--- src/rtl/dtw_pkg.sv ---
// dtw_pkg: shared sizes and the wavefront item type for the DTW distance block.
// Used by dtw_cell, dtw_distance and the testbench files; depends on nothing else.
`timescale 1ns / 1ps

package dtw_pkg;

    localparam int MAX_LEN     = 64;
    localparam int SAMPLE_BITS = 16;
    localparam int COST_BITS   = 32;
    localparam int DIFF_BITS   = SAMPLE_BITS + 1;
    localparam int IDX_BITS    = $clog2(MAX_LEN);
    localparam int CNT_BITS    = $clog2(MAX_LEN + 1);

    localparam logic [COST_BITS-1:0] COST_CEIL = '1;

    // Command codes
    localparam logic CMD_LOAD = 1'b0;
    localparam logic CMD_CAND = 1'b1;

    // One candidate sample travelling down the row of cells
    typedef struct packed {
        logic                          valid;
        logic                          act;    // still has cells to update
        logic                          head;   // next cell is column 0
        logic                          first;  // first sample of a candidate
        logic                          last;   // last sample: carries the result
        logic                          sat;    // saturation seen so far
        logic [IDX_BITS-1:0]           rem;    // cells left after the next one
        logic signed [SAMPLE_BITS-1:0] sample;
        logic [COST_BITS-1:0]          above;  // new cost of previous cell
        logic [COST_BITS-1:0]          diag;   // old cost of previous cell
    } token_t;

endpackage

--- src/rtl/dtw_cell.sv ---
// dtw_cell: one column of the DTW cost row; holds a query sample and its cost.
// Depends on dtw_pkg.
`timescale 1ns / 1ps

module dtw_cell
(
    input  logic                                   clk,
    input  logic                                   rst_n,
    input  logic                                   q_wr,
    input  logic signed [dtw_pkg::SAMPLE_BITS-1:0] q_data,
    input  dtw_pkg::token_t                        tok_in,
    output dtw_pkg::token_t                        tok_out
);

    logic signed [dtw_pkg::SAMPLE_BITS-1:0] q_reg;
    logic [dtw_pkg::COST_BITS-1:0]          cost_reg;
    logic [dtw_pkg::COST_BITS-1:0]          cost_next;
    logic                                   sticky_reg;
    logic                                   sticky_next;
    dtw_pkg::token_t                        tok_reg;
    dtw_pkg::token_t                        tok_next;

    logic signed [dtw_pkg::DIFF_BITS-1:0] diff;
    logic [dtw_pkg::DIFF_BITS-1:0]        mag;
    logic [dtw_pkg::COST_BITS-1:0]        min_ab;
    logic [dtw_pkg::COST_BITS-1:0]        min3;
    logic [dtw_pkg::COST_BITS-1:0]        best;
    logic [dtw_pkg::COST_BITS:0]          sum;
    logic                                 sat_now;
    logic                                 proc;

    assign proc = tok_in.valid && tok_in.act;

    always_comb
    begin
        diff = $signed({q_reg[dtw_pkg::SAMPLE_BITS-1], q_reg})
             - $signed({tok_in.sample[dtw_pkg::SAMPLE_BITS-1], tok_in.sample});
        mag  = diff[dtw_pkg::DIFF_BITS-1] ? dtw_pkg::DIFF_BITS'(-diff)
                                          : dtw_pkg::DIFF_BITS'(diff);
    end

    always_comb
    begin
        min_ab = (tok_in.above < cost_reg) ? tok_in.above : cost_reg;
        min3   = (min_ab < tok_in.diag) ? min_ab : tok_in.diag;
        if (tok_in.first)
            best = tok_in.above;        // first sample: running sum across the columns
        else if (tok_in.head)
            best = cost_reg;            // column 0: only the left neighbor
        else
            best = min3;
        sum     = {1'b0, best} + (dtw_pkg::COST_BITS + 1)'(mag);
        sat_now = (sum >= {1'b0, dtw_pkg::COST_CEIL});
    end

    always_comb
    begin
        cost_next   = cost_reg;
        sticky_next = sticky_reg;
        tok_next    = tok_in;
        if (proc)
        begin
            cost_next      = sat_now ? dtw_pkg::COST_CEIL : sum[dtw_pkg::COST_BITS-1:0];
            sticky_next    = tok_in.first ? sat_now : (sticky_reg | sat_now);
            tok_next.above = cost_next;
            tok_next.diag  = cost_reg;
            tok_next.head  = 1'b0;
            tok_next.sat   = tok_in.sat | sat_now | (sticky_reg & ~tok_in.first);
            if (tok_in.rem == '0)
            begin
                // final column done: only a closing sample travels on
                tok_next.act   = 1'b0;
                tok_next.valid = tok_in.last;
            end
            else
            begin
                tok_next.rem = tok_in.rem - 1'b1;
            end
        end
    end

    always_ff @(posedge clk)
    begin
        if (q_wr)
            q_reg <= q_data;
        cost_reg <= cost_next;
    end

    always_ff @(posedge clk or negedge rst_n)
    begin
        if (!rst_n)
        begin
            tok_reg    <= '0;
            sticky_reg <= 1'b0;
        end
        else
        begin
            tok_reg    <= tok_next;
            sticky_reg <= sticky_next;
        end
    end

    assign tok_out = tok_reg;

endmodule

--- config.mk ---
export PLATFORM = sky130hd
export DESIGN_NAME = dtw_cell
export DESIGN_NICKNAME = d
export VERILOG_FILES = /design/src/rtl/dtw_pkg.sv /design/src/rtl/dtw_cell.sv
export SDC_FILE = /design/constraint.sdc
export NUM_CORES = 1
export LEC_CHECK = 0
export CORE_ASPECT_RATIO = 0.6
export CORE_MARGIN = 4
export CORE_UTILIZATION = 59
export CTS_CLUSTER_SIZE = 14
export DETAILED_ROUTE_END_ITERATION = 6
export DONT_BUFFER_PORTS = 1
export PLACE_DENSITY = 0.79
export SLEW_MARGIN = 20
export SYNTH_ARGS = -nofsm -noshare
export SYNTH_HDL_FRONTEND = slang
export SYNTH_SLANG_ARGS = --single-unit
export TNS_END_PERCENT = 30
--- constraint.sdc ---
create_clock -name clk -period 8.1 [get_ports clk]
set_input_delay 1.215 -clock clk [delete_from_list [all_inputs] [get_ports clk]]
set_output_delay 1.215 -clock clk [all_outputs]
set_load 0.05 [all_outputs]
Word-level counts from Yosys, hierarchy flattened
Cells that the tools add are included.
- register bits after elaboration: 141
- input port bits: 111
- logic and storage cells: 39
- $add $sub $neg: 4
- $lt $le $gt $ge: 3
- muxes and demuxes: 12
- bitwise logic cells: 5
- reduce and logical (&&, ||, !) cells: 2
- operators by type and width (operator ; count):
    two-way mux 32 bit ; 5
    less-than comparator 32 bit ; 2
    two-way mux 64 bit ; 1
    adder 32 x 17 -> 33 bit ; 1
    greater-or-equal comparator 33 x 32 -> 1 bit, second input constant ; 1
    two-way mux 17 bit ; 1
    negation 17 bit ; 1
    subtractor 16 x 16 -> 17 bit ; 1
    two-way mux 7 bit ; 1
    zero test 6 bit ; 1
    two-way mux 6 bit ; 1
    subtractor 6 x 1 -> 6 bit, second input constant ; 1
    two-way mux 3 bit ; 1
    bitwise OR 1 bit ; 3
    two-way mux 2 bit ; 1
    AND 1 bit ; 1
    logical AND 1 bit ; 1
    two-way mux 1 bit ; 1
    inverter 1 bit ; 1

Logic depth before layout (Yosys ltp)
Gate-level depths: netlist of the first run.
- depth after elaboration: 11
- depth in mapped cells: 42

Worst setup path before layout of the first run
No wires, ideal clock.
- path kind: input-to-reg
- from: input tok_in[34] (netlist name)
- to: register tok_reg (netlist bit tok_out[86])
- library setup time: 81 ps
- data arrival time: 9409 ps
- required time: 8019 ps
- path slack: -1391 ps
- stages on the path: 40
- path buffers: 4
- cells stage by stage: ha_1 > a211o_1 > a31oi_1 > nor4b_4 > o31a_1 > buf_4 > nor2_2 > buf_2 > clkbuf_1 > nand2_1 > o21ai_0 > ha_1 > a21oi_1 > nand2_1 > a221oi_1 > a21boi_1 > a311oi_1 > a21oi_2 > [... 4 more ...] > o22ai_1 > o21ai_0 > ha_1 > inv_1 > fa_1 > nor2b_1 > o21ai_0 > a21oi_1 > o2111ai_1 > a211oi_1 > nor3_1 > nor2_1 > and4_1 > nand4_1 > or4b_1 > or4_1 > or4_4 > a31oi_2
- RTL lines (element ; RTL line ; RTL):
    from (decl) ; dtw_cell.sv:11 ; input dtw_pkg::token_t tok_in,
    to (signal assigned) ; dtw_cell.sv:98 ; tok_reg <= tok_next;
    to (decl) ; dtw_cell.sv:20 ; dtw_pkg::token_t tok_reg;

==> results of run 1 <==
[per-layer routing]
metal	track usage (%)	up-vias	wire length, µm
li1	-	4903	-
met1	53.3	5229	16000
met2	52.4	898	16500
met4	9.92	0	1220
met3	13.4	152	6200
met5	0	-	0
[layout by cell type (no fill, tap or decap), drive strengths merged, types with 21 or more instances in the layout]
master	count
edfxtp	48
dfrtp	93
inv	124
ha	97
a21oi	79
nand3	29
xnor2	27
nor2	111
nor3	25
clkbuf	21
a31oi	45
nand2	155
o21ai	109
buf	258
o21a	22
[what timing repair did]
action | CTS | global route
buffers inserted | 32 | 18
setup endpoints to repair | 66 | 66
resized for setup | 63 | 83
cloned | 3 | 0
pin swaps | 45 | 61
[final timing paths]
path | startpoint | to | slack [ns] | cells past startpoint
max | tok_in[51] | tok_out[86] | -0.63 | 34
min | rst_n | tok_out[60] | 0.46 | 0
max reg2reg | cost_reg[2] | tok_out[86] | -0.41 | 36
min reg2reg | cost_reg[22] | tok_out[22] | 0.48 | 2
max in group asynchronous | rst_n | tok_out[75] | 7.51 | 0
min in group clk | cost_reg[22] | tok_out[22] | 0.48 | 2
[report_power, final]
part | total (W) | switching [W] | internal [W]
Sequential | 0.00111 | 0.000245 | 0.000866
Clock | 0.000833 | 0.000342 | 0.000491
Combinational | 0.00201 | 0.00108 | 0.000927
Total | 0.00395 | 0.00167 | 0.00228
[through the flow]
stage / util [%] / TNS [ns] / worst slack (ns)
final: 81.1 / -1.43 / -0.631
after global routing: 81.1 / -5.00 / -0.782
after CTS: 77.9 / -0.558 / -0.300
after detailed placement: 70.9 / -64.36 / -1.35
after global placement: 70.9 / -53.96 / -1.17
after floorplan: - / -0.530 / -0.293
[cells by family (layout without fill, tap and decap cells)]
| kind of cell | after synthesis | count (layout) | share of synthesized area (%) |
|---|---|---|---|
| flops | 141 | 141 | 36.0 |
| xor+xnor | 45 | 45 | 3.76 |
| mux | 7 | 7 | 0.741 |
| simple gates | 402 | 405 | 18.1 |
| buf+inv | 169 | 411 | 6.14 |
| fa+ha+maj | 99 | 99 | 12.0 |
| compound gates | 368 | 368 | 23.3 |
[final cells by class]
cell class,count,area (µm²),area share (%)
clock buffer,21,482,3.44
multi-input combinational,924,6850,49.0
inverter,121,457,3.26
clock inverter,11,129,0.921
tap,234,293,2.09
timing repair buffer,258,2020,14.4
sequential,141,3770,26.9
==> reports/qor.txt, run 1 <==
POWER
-----------------------------------------------------------------------------
Total chip power                                                    0.00395 W
Worst voltage drop across the vdd grid                             0.000212 V
Cell leakage power                                                    6.23 nW
Cell Pwr Density                                                   282 nW/µm²

PLACED DESIGN
-----------------------------------------------------------------------------
Routability cong.                                                        1.01
Post-detailed-placement half-perimeter wirelength                    27300 µm
Placed Cells incl. Taps                                                  1627
Standard cell area after detailed placement                         12200 µm²
Quantity of I/O buffers inserted on ports                                   0

SETUP PATH
-----------------------------------------------------------------------------
Crit-path leading delay family                                   simple AND/OR/NAND/NOR gates
Startpoint class of the critical path                            primary input
Critical path arrival                                                 9.09 ns
CP Class                                                               in2reg
CP required                                                           8.46 ns
Largest incremental delay on the critical path                        0.57 ns
Max FO, Critical Path                                                       7
Slowest CP cell                                                  sky130_fd_sc_hd__or4_4
CP Capture Type                                                          flop
Buffers and inverters on the worst path                                     2

DRT
-----------------------------------------------------------------------------
DRC                                                                         0
Post-DR vias/cell                                                        6.54
Vias after detailed routing                                             11200
Routed wire length                                                   39900 µm
Number of detailed-route iterations in the first pass                       6
DR WL/cell                                                            23.4 µm
ANT nets after route                                                        0
Iteration-0 DRC count of the detailed router                             1900

SYNTHESIS
-----------------------------------------------------------------------------
Post-synthesis sequential area ratio                                    36.0%
Post-synthesis cell count                                                1231
Post-synth top cells                                             155 x sky130_fd_sc_hd__nand2_1, 120 x sky130_fd_sc_hd__inv_1, 106 x sky130_fd_sc_hd__nor2_1, 106 x sky130_fd_sc_hd__o21ai_0, 97 x sky130_fd_sc_hd__ha_1
Yosys top cell by area                                           sky130_fd_sc_hd__dfrtp_1
Yosys warns                                                                 0
Post-synth ARST share                                                   66.0%
Yosys cell types                                                           91
Area fraction of the dominant cell type after synthesis                 22.2%
Number of enable flip-flop cells after synthesis                           48
Number of synthesized register bits                                       141
Most area-consuming cells after synthesis                        sky130_fd_sc_hd__dfrtp_1 22%, sky130_fd_sc_hd__edfxtp_1 14%, sky130_fd_sc_hd__ha_1 12%, sky130_fd_sc_hd__nand2_1 5.6%, sky130_fd_sc_hd__o21ai_0 5.1%
Avg Cell Area, Syn                                                   8.51 µm²
Post-synthesis instance area                                        10500 µm²
Net Count, Synth                                                         1441
Predominant post-synthesis flop cell                             sky130_fd_sc_hd__dfrtp_1
Most frequently used cell type in the post-synthesis netlist     sky130_fd_sc_hd__nand2_1

GRT
-----------------------------------------------------------------------------
Via count of the first global-routing pass                              10600
Antenna violations before repair                                            0
Global-route usage over all layers                                      36.9%
Remaining global-route overflow                                             0
First-pass GRT wire length                                           58700 µm
Maximum number of pins on one net before global-route repair               94

CLOCKING
-----------------------------------------------------------------------------
Master cell of the clock root buffer                             sky130_fd_sc_hd__clkbuf_16
Number of H-tree levels                                                     4
Number of buffers added by the clock tree synthesis step                   17
Worst skew pair latency                                               0.45 ns
Sink Count                                                                141
Clock Pin Slew Worst Setup and Hold Paths                             0.06 ns
Clock tree from TritonCTS                                                done
Hold Buf Count CTS                                                          0
Deepest clock path buffer count                                             2

CELLS AND AREA
-----------------------------------------------------------------------------
Net count of the finished layout                                         1673
Count of inserted antenna diode cells                                       0
Final-layout fill cell count                                             1055
Number of flip-flops under the largest register name                       92
Number of standard cells in the final layout excluding fillers           1710
Share of layout cells above drive strength 1                            29.2%
Finished layout cell area                                           14000 µm²
Synthesis-to-finish area growth                                         33.6%

STA
-----------------------------------------------------------------------------
Clk_skew                                                            0.0106 ns
F_max                                                               0.115 GHz
Unrepaired setup endpoints after global routing                           yes
Final Hold Viols                                                            0
Final max-slew violation count                                              0
# setup viols final                                                         6
Hold Worst Slack                                                     0.462 ns
Worst-margin pin slew                                                 1.15 ns
Slew HR                                                                 22.3%
Min cycle time layout                                                 8.73 ns
Share of the cycle needed by the critical path after routing             108%
Min setup slack post-route                                          -0.631 ns

FLOORPLAN
-----------------------------------------------------------------------------
Core box area                                                       17300 µm²
Number of primary I/O pins                                                203
Die W                                                                  180 µm
Vertical die dimension                                                 111 µm
Die Outline Area                                                    20000 µm²
Initial standard-cell utilization of the core                           60.7%
# rows                                                                     37

HOLD PATH
-----------------------------------------------------------------------------
Type of the tightest min-delay check                                 in2async

RUN
-----------------------------------------------------------------------------
Max-cap violations                                                          0

STATUS
-----------------------------------------------------------------------------
Result of the run                                                complete, but fails checks
Failing checks                                                   negative setup slack

(Power assumes the default switching activity.)
==> run 2: changes to the inputs <==
ABC_AREA = 1   (was unset)
==> reports/qor.txt, run 2 <==
SYNTHESIS
-----------------------------------------------------------------------------
Predominant post-synthesis flop cell                             sky130_fd_sc_hd__dfrtp_1
Most area-consuming cells after synthesis                        sky130_fd_sc_hd__dfrtp_1 23%, sky130_fd_sc_hd__edfxtp_1 14%, sky130_fd_sc_hd__nand2_1 13%, sky130_fd_sc_hd__ha_1 12%, sky130_fd_sc_hd__inv_1 7.9%
Net Count, Synth                                                         1570   +9.0%
Post-synthesis instance area                                        10300 µm²   -1.3%
Post-synthesis cell count                                                1360   +10%
Most frequently used cell type in the post-synthesis netlist     sky130_fd_sc_hd__nand2_1
Number of enable flip-flop cells after synthesis                           48   unchanged
Post-synth top cells                                             354 x sky130_fd_sc_hd__nand2_1, 217 x sky130_fd_sc_hd__inv_1, 112 x sky130_fd_sc_hd__a21oi_1
Yosys top cell by area                                           sky130_fd_sc_hd__dfrtp_1
Yosys warns                                                                 0   unchanged
Post-synth ARST share                                                   66.0%   unchanged
Number of synthesized register bits                                       141   unchanged
Avg Cell Area, Syn                                                   7.60 µm²   -11%
Yosys cell types                                                           42   -54%
Area fraction of the dominant cell type after synthesis                 22.5%   +0.29 points
Post-synthesis sequential area ratio                                    36.5%   +0.47 points

SETUP PATH
-----------------------------------------------------------------------------
Largest incremental delay on the critical path                        0.29 ns   -0.28 ns
CP required                                                           8.46 ns   about the same
CP Class                                                               in2reg
Slowest CP cell                                                  sky130_fd_sc_hd__ha_1
Startpoint class of the critical path                            primary input
Most Frequent Cell on Critical Path                              sky130_fd_sc_hd__nand2_1
Critical path arrival                                                 7.96 ns   -1.13 ns
CP Capture Type                                                          flop
Depth of the worst register-to-register path                               60   +67%
Max FO, Critical Path                                                       8   +1

GRT
-----------------------------------------------------------------------------
First-pass GRT wire length                                           47400 µm   -19%
Met1 capacity usage during global routing                               46.2%   -7.1 points
Met3 routing resource usage after global routing                        8.83%   -4.6 points
Remaining global-route overflow                                             0   unchanged
Antenna violations before repair                                            0   unchanged
Global-route usage over all layers                                      30.1%   -6.8 points
Most Crowded Layer GR                                                    met1
Maximum number of pins on one net before global-route repair               99   +5.3%
Met2 routing resource usage after global routing                        42.1%   -10 points
Via count of the first global-routing pass                               9013   -15%

CLOCKING
-----------------------------------------------------------------------------
Sink Count                                                                141   unchanged
Clock Pin Slew Worst Setup and Hold Paths                             0.07 ns   about the same
Clock tree from TritonCTS                                                done
Master cell of the clock root buffer                             sky130_fd_sc_hd__clkbuf_16
Deepest clock path buffer count                                             2   unchanged
Number of buffers added by the clock tree synthesis step                   17   unchanged
Number of H-tree levels                                                     4   unchanged
Worst skew pair latency                                               0.43 ns   -0.02 ns

DRT
-----------------------------------------------------------------------------
Routed wire length                                                   31000 µm   -22%
DRC                                                                         0   unchanged
Post-DR vias/cell                                                        5.79   -11%
DR WL/cell                                                            18.6 µm   -20%
Number of detailed-route iterations in the first pass                       5   -1
ANT nets after route                                                        0   unchanged
Vias after detailed routing                                              9629   -14%
Iteration-0 DRC count of the detailed router                             1075   -43%

POWER
-----------------------------------------------------------------------------
Total net switching power                                           0.00147 W   -12%
Part of the power in the clock network                                  23.4%   +2.3 points
Cell leakage power                                                    6.30 nW   +1.1%
Cell Pwr Density                                                   294 nW/µm²   +4.1%
Fraction of power consumed by combinational cells                       44.3%   -6.5 points
Sequential share of power                                               32.3%   +4.2 points
Total chip power                                                    0.00353 W   -11%
Fraction of power spent switching nets                                  41.6%   -0.55 points
Internal Power                                                      0.00206 W   -9.8%
Worst voltage drop across the vdd grid                             0.000171 V   -19%

STA
-----------------------------------------------------------------------------
Clk_skew                                                            0.0114 ns   +0.000864 ns
F_max                                                               0.132 GHz   +15%
Slew HR                                                                 31.9%   +9.6 points
Worst-margin pin slew                                                 1.02 ns   -0.132 ns
Share of the cycle needed by the critical path after routing            93.8%   -14 points
Final max-slew violation count                                              0   unchanged
Setup TNS                                                                0 ns   +1.43 ns
Hold Worst Slack                                                     0.480 ns   +0.0181 ns
Final Hold Viols                                                            0   unchanged
Min setup slack post-route                                           0.500 ns   +1.13 ns
# setup viols final                                                         0   -6
Min cycle time layout                                                 7.60 ns   -1.13 ns

CELLS AND AREA
-----------------------------------------------------------------------------
Number of flip-flops under the largest register name                       92   unchanged
Top library cells by usage in the layout, fill and taps aside    339 x sky130_fd_sc_hd__nand2_1, 215 x sky130_fd_sc_hd__inv_1, 107 x sky130_fd_sc_hd__a21oi_1, 95 x sky130_fd_sc_hd__ha_1, 93 x sky130_fd_sc_hd__dfrtp_1
Net count of the finished layout                                         1626   -2.8%
Count of inserted antenna diode cells                                       0   unchanged
Synthesis-to-finish area growth                                         16.3%
Final-layout fill cell count                                             1359   +29%
Share of layout cells above drive strength 1                            14.9%   -14 points
Number of standard cells in the final layout excluding fillers           1663   -2.7%
Leading cell type in the layout, fill and taps excluded          sky130_fd_sc_hd__nand2_1

FLOORPLAN
-----------------------------------------------------------------------------
Number of primary I/O pins                                                203   unchanged
Vertical die dimension                                                 111 µm   -0.61%
Initial standard-cell utilization of the core                           60.2%   -0.47 points
Core box area                                                       17200 µm²   -0.54%
# rows                                                                     37   unchanged
Die Outline Area                                                    19800 µm²   -1.2%
Die W                                                                  179 µm   -0.62%

RUN
-----------------------------------------------------------------------------
Max-cap violations                                                          0   unchanged

PLACED DESIGN
-----------------------------------------------------------------------------
Placed Cells incl. Taps                                                  1618   -0.55%
Post-detailed-placement half-perimeter wirelength                    22400 µm   -18%
Quantity of I/O buffers inserted on ports                                   0   unchanged
Worst-case setup slack after placement                              -0.204 ns   +1.15 ns
Routability cong.                                                       0.980   -2.6%

STATUS
-----------------------------------------------------------------------------
Result of the run                                                finished, final reports clean

HOLD PATH
-----------------------------------------------------------------------------
Type of the tightest min-delay check                                 in2async

## run 2: worst paths after layout
check                         endpoint  slack, ns    startpoint
max                        tok_out[46]       0.50    tok_in[57]
min                        tok_out[30]       0.48         rst_n
max reg2reg                tok_out[46]       0.75  cost_reg[15]
min reg2reg                 sticky_reg       0.51    sticky_reg
max in group asynchronous  tok_out[86]       7.49         rst_n
min in group clk            sticky_reg       0.51    sticky_reg
## run 2: logic make-up (layout without fill, tap and decap cells)
group,Yosys count,after routing,share of synthesized area (%)
and+or+nand+nor,558,558,24.2
xor gates and xnor gates,47,47,3.98
AOI/OAI and AO/OA,251,251,13.2
buffers and inverters,264,333,10.0
adders and majority gates,99,99,12.1
DFF,141,141,36.5
## run 2: cell type report
class	instances	area [µm²]	share of cell area (%)
clock buffer	21	492	4.09
clock inverter	11	129	1.07
inverter	219	822	6.84
multi-input combinational	955	5750	47.8
sequential	141	3770	31.4
tap	234	293	2.44
timing repair buffer	82	771	6.41
## run 2: power groups by stage
stage | logic, W | clock network [W] | registers (W)
2_1_floorplan | 0.000914 | 0 | 0.00113
3_3_place_gp | 0.00139 | 0 | 0.00115
3_5_place_dp | 0.00143 | 0 | 0.00115
4_1_cts | 0.00144 | 0.000833 | 0.00114
5_1_grt | 0.00173 | 0.000875 | 0.00115
6_report | 0.00156 | 0.000828 | 0.00114
## run 2: what timing repair did
action	in CTS	in global routing
resized for setup	0	70
hold buffers	0	0
endpoints found under the setup margin	0	66
hold endpoints to repair	0	0
setup buffers	0	10
## run 2: per-layer routing
metal | share of wire, % | routed length [µm]
met1 | 44 | 13600
met2 | 41 | 12700
met3 | 14 | 4330
met4 | 1.1 | 352
met5 | 0 | 0
## run 2: worst max-delay path, delay by kind of cell
family | cells | cell delay [ns]
simple gates | 34 | 3.41
buf+inv | 10 | 1.39
compound gates | 9 | 1.12
fa+ha+maj | 3 | 0.82
## run 2: stage by stage
stage                     area, µm²  util, %
after global placement        11000     64.2
final                         12000     70.0
after global routing          12000     70.0
after floorplan               10300        -
after detailed placement      11000     64.2
after CTS                     11700     67.9
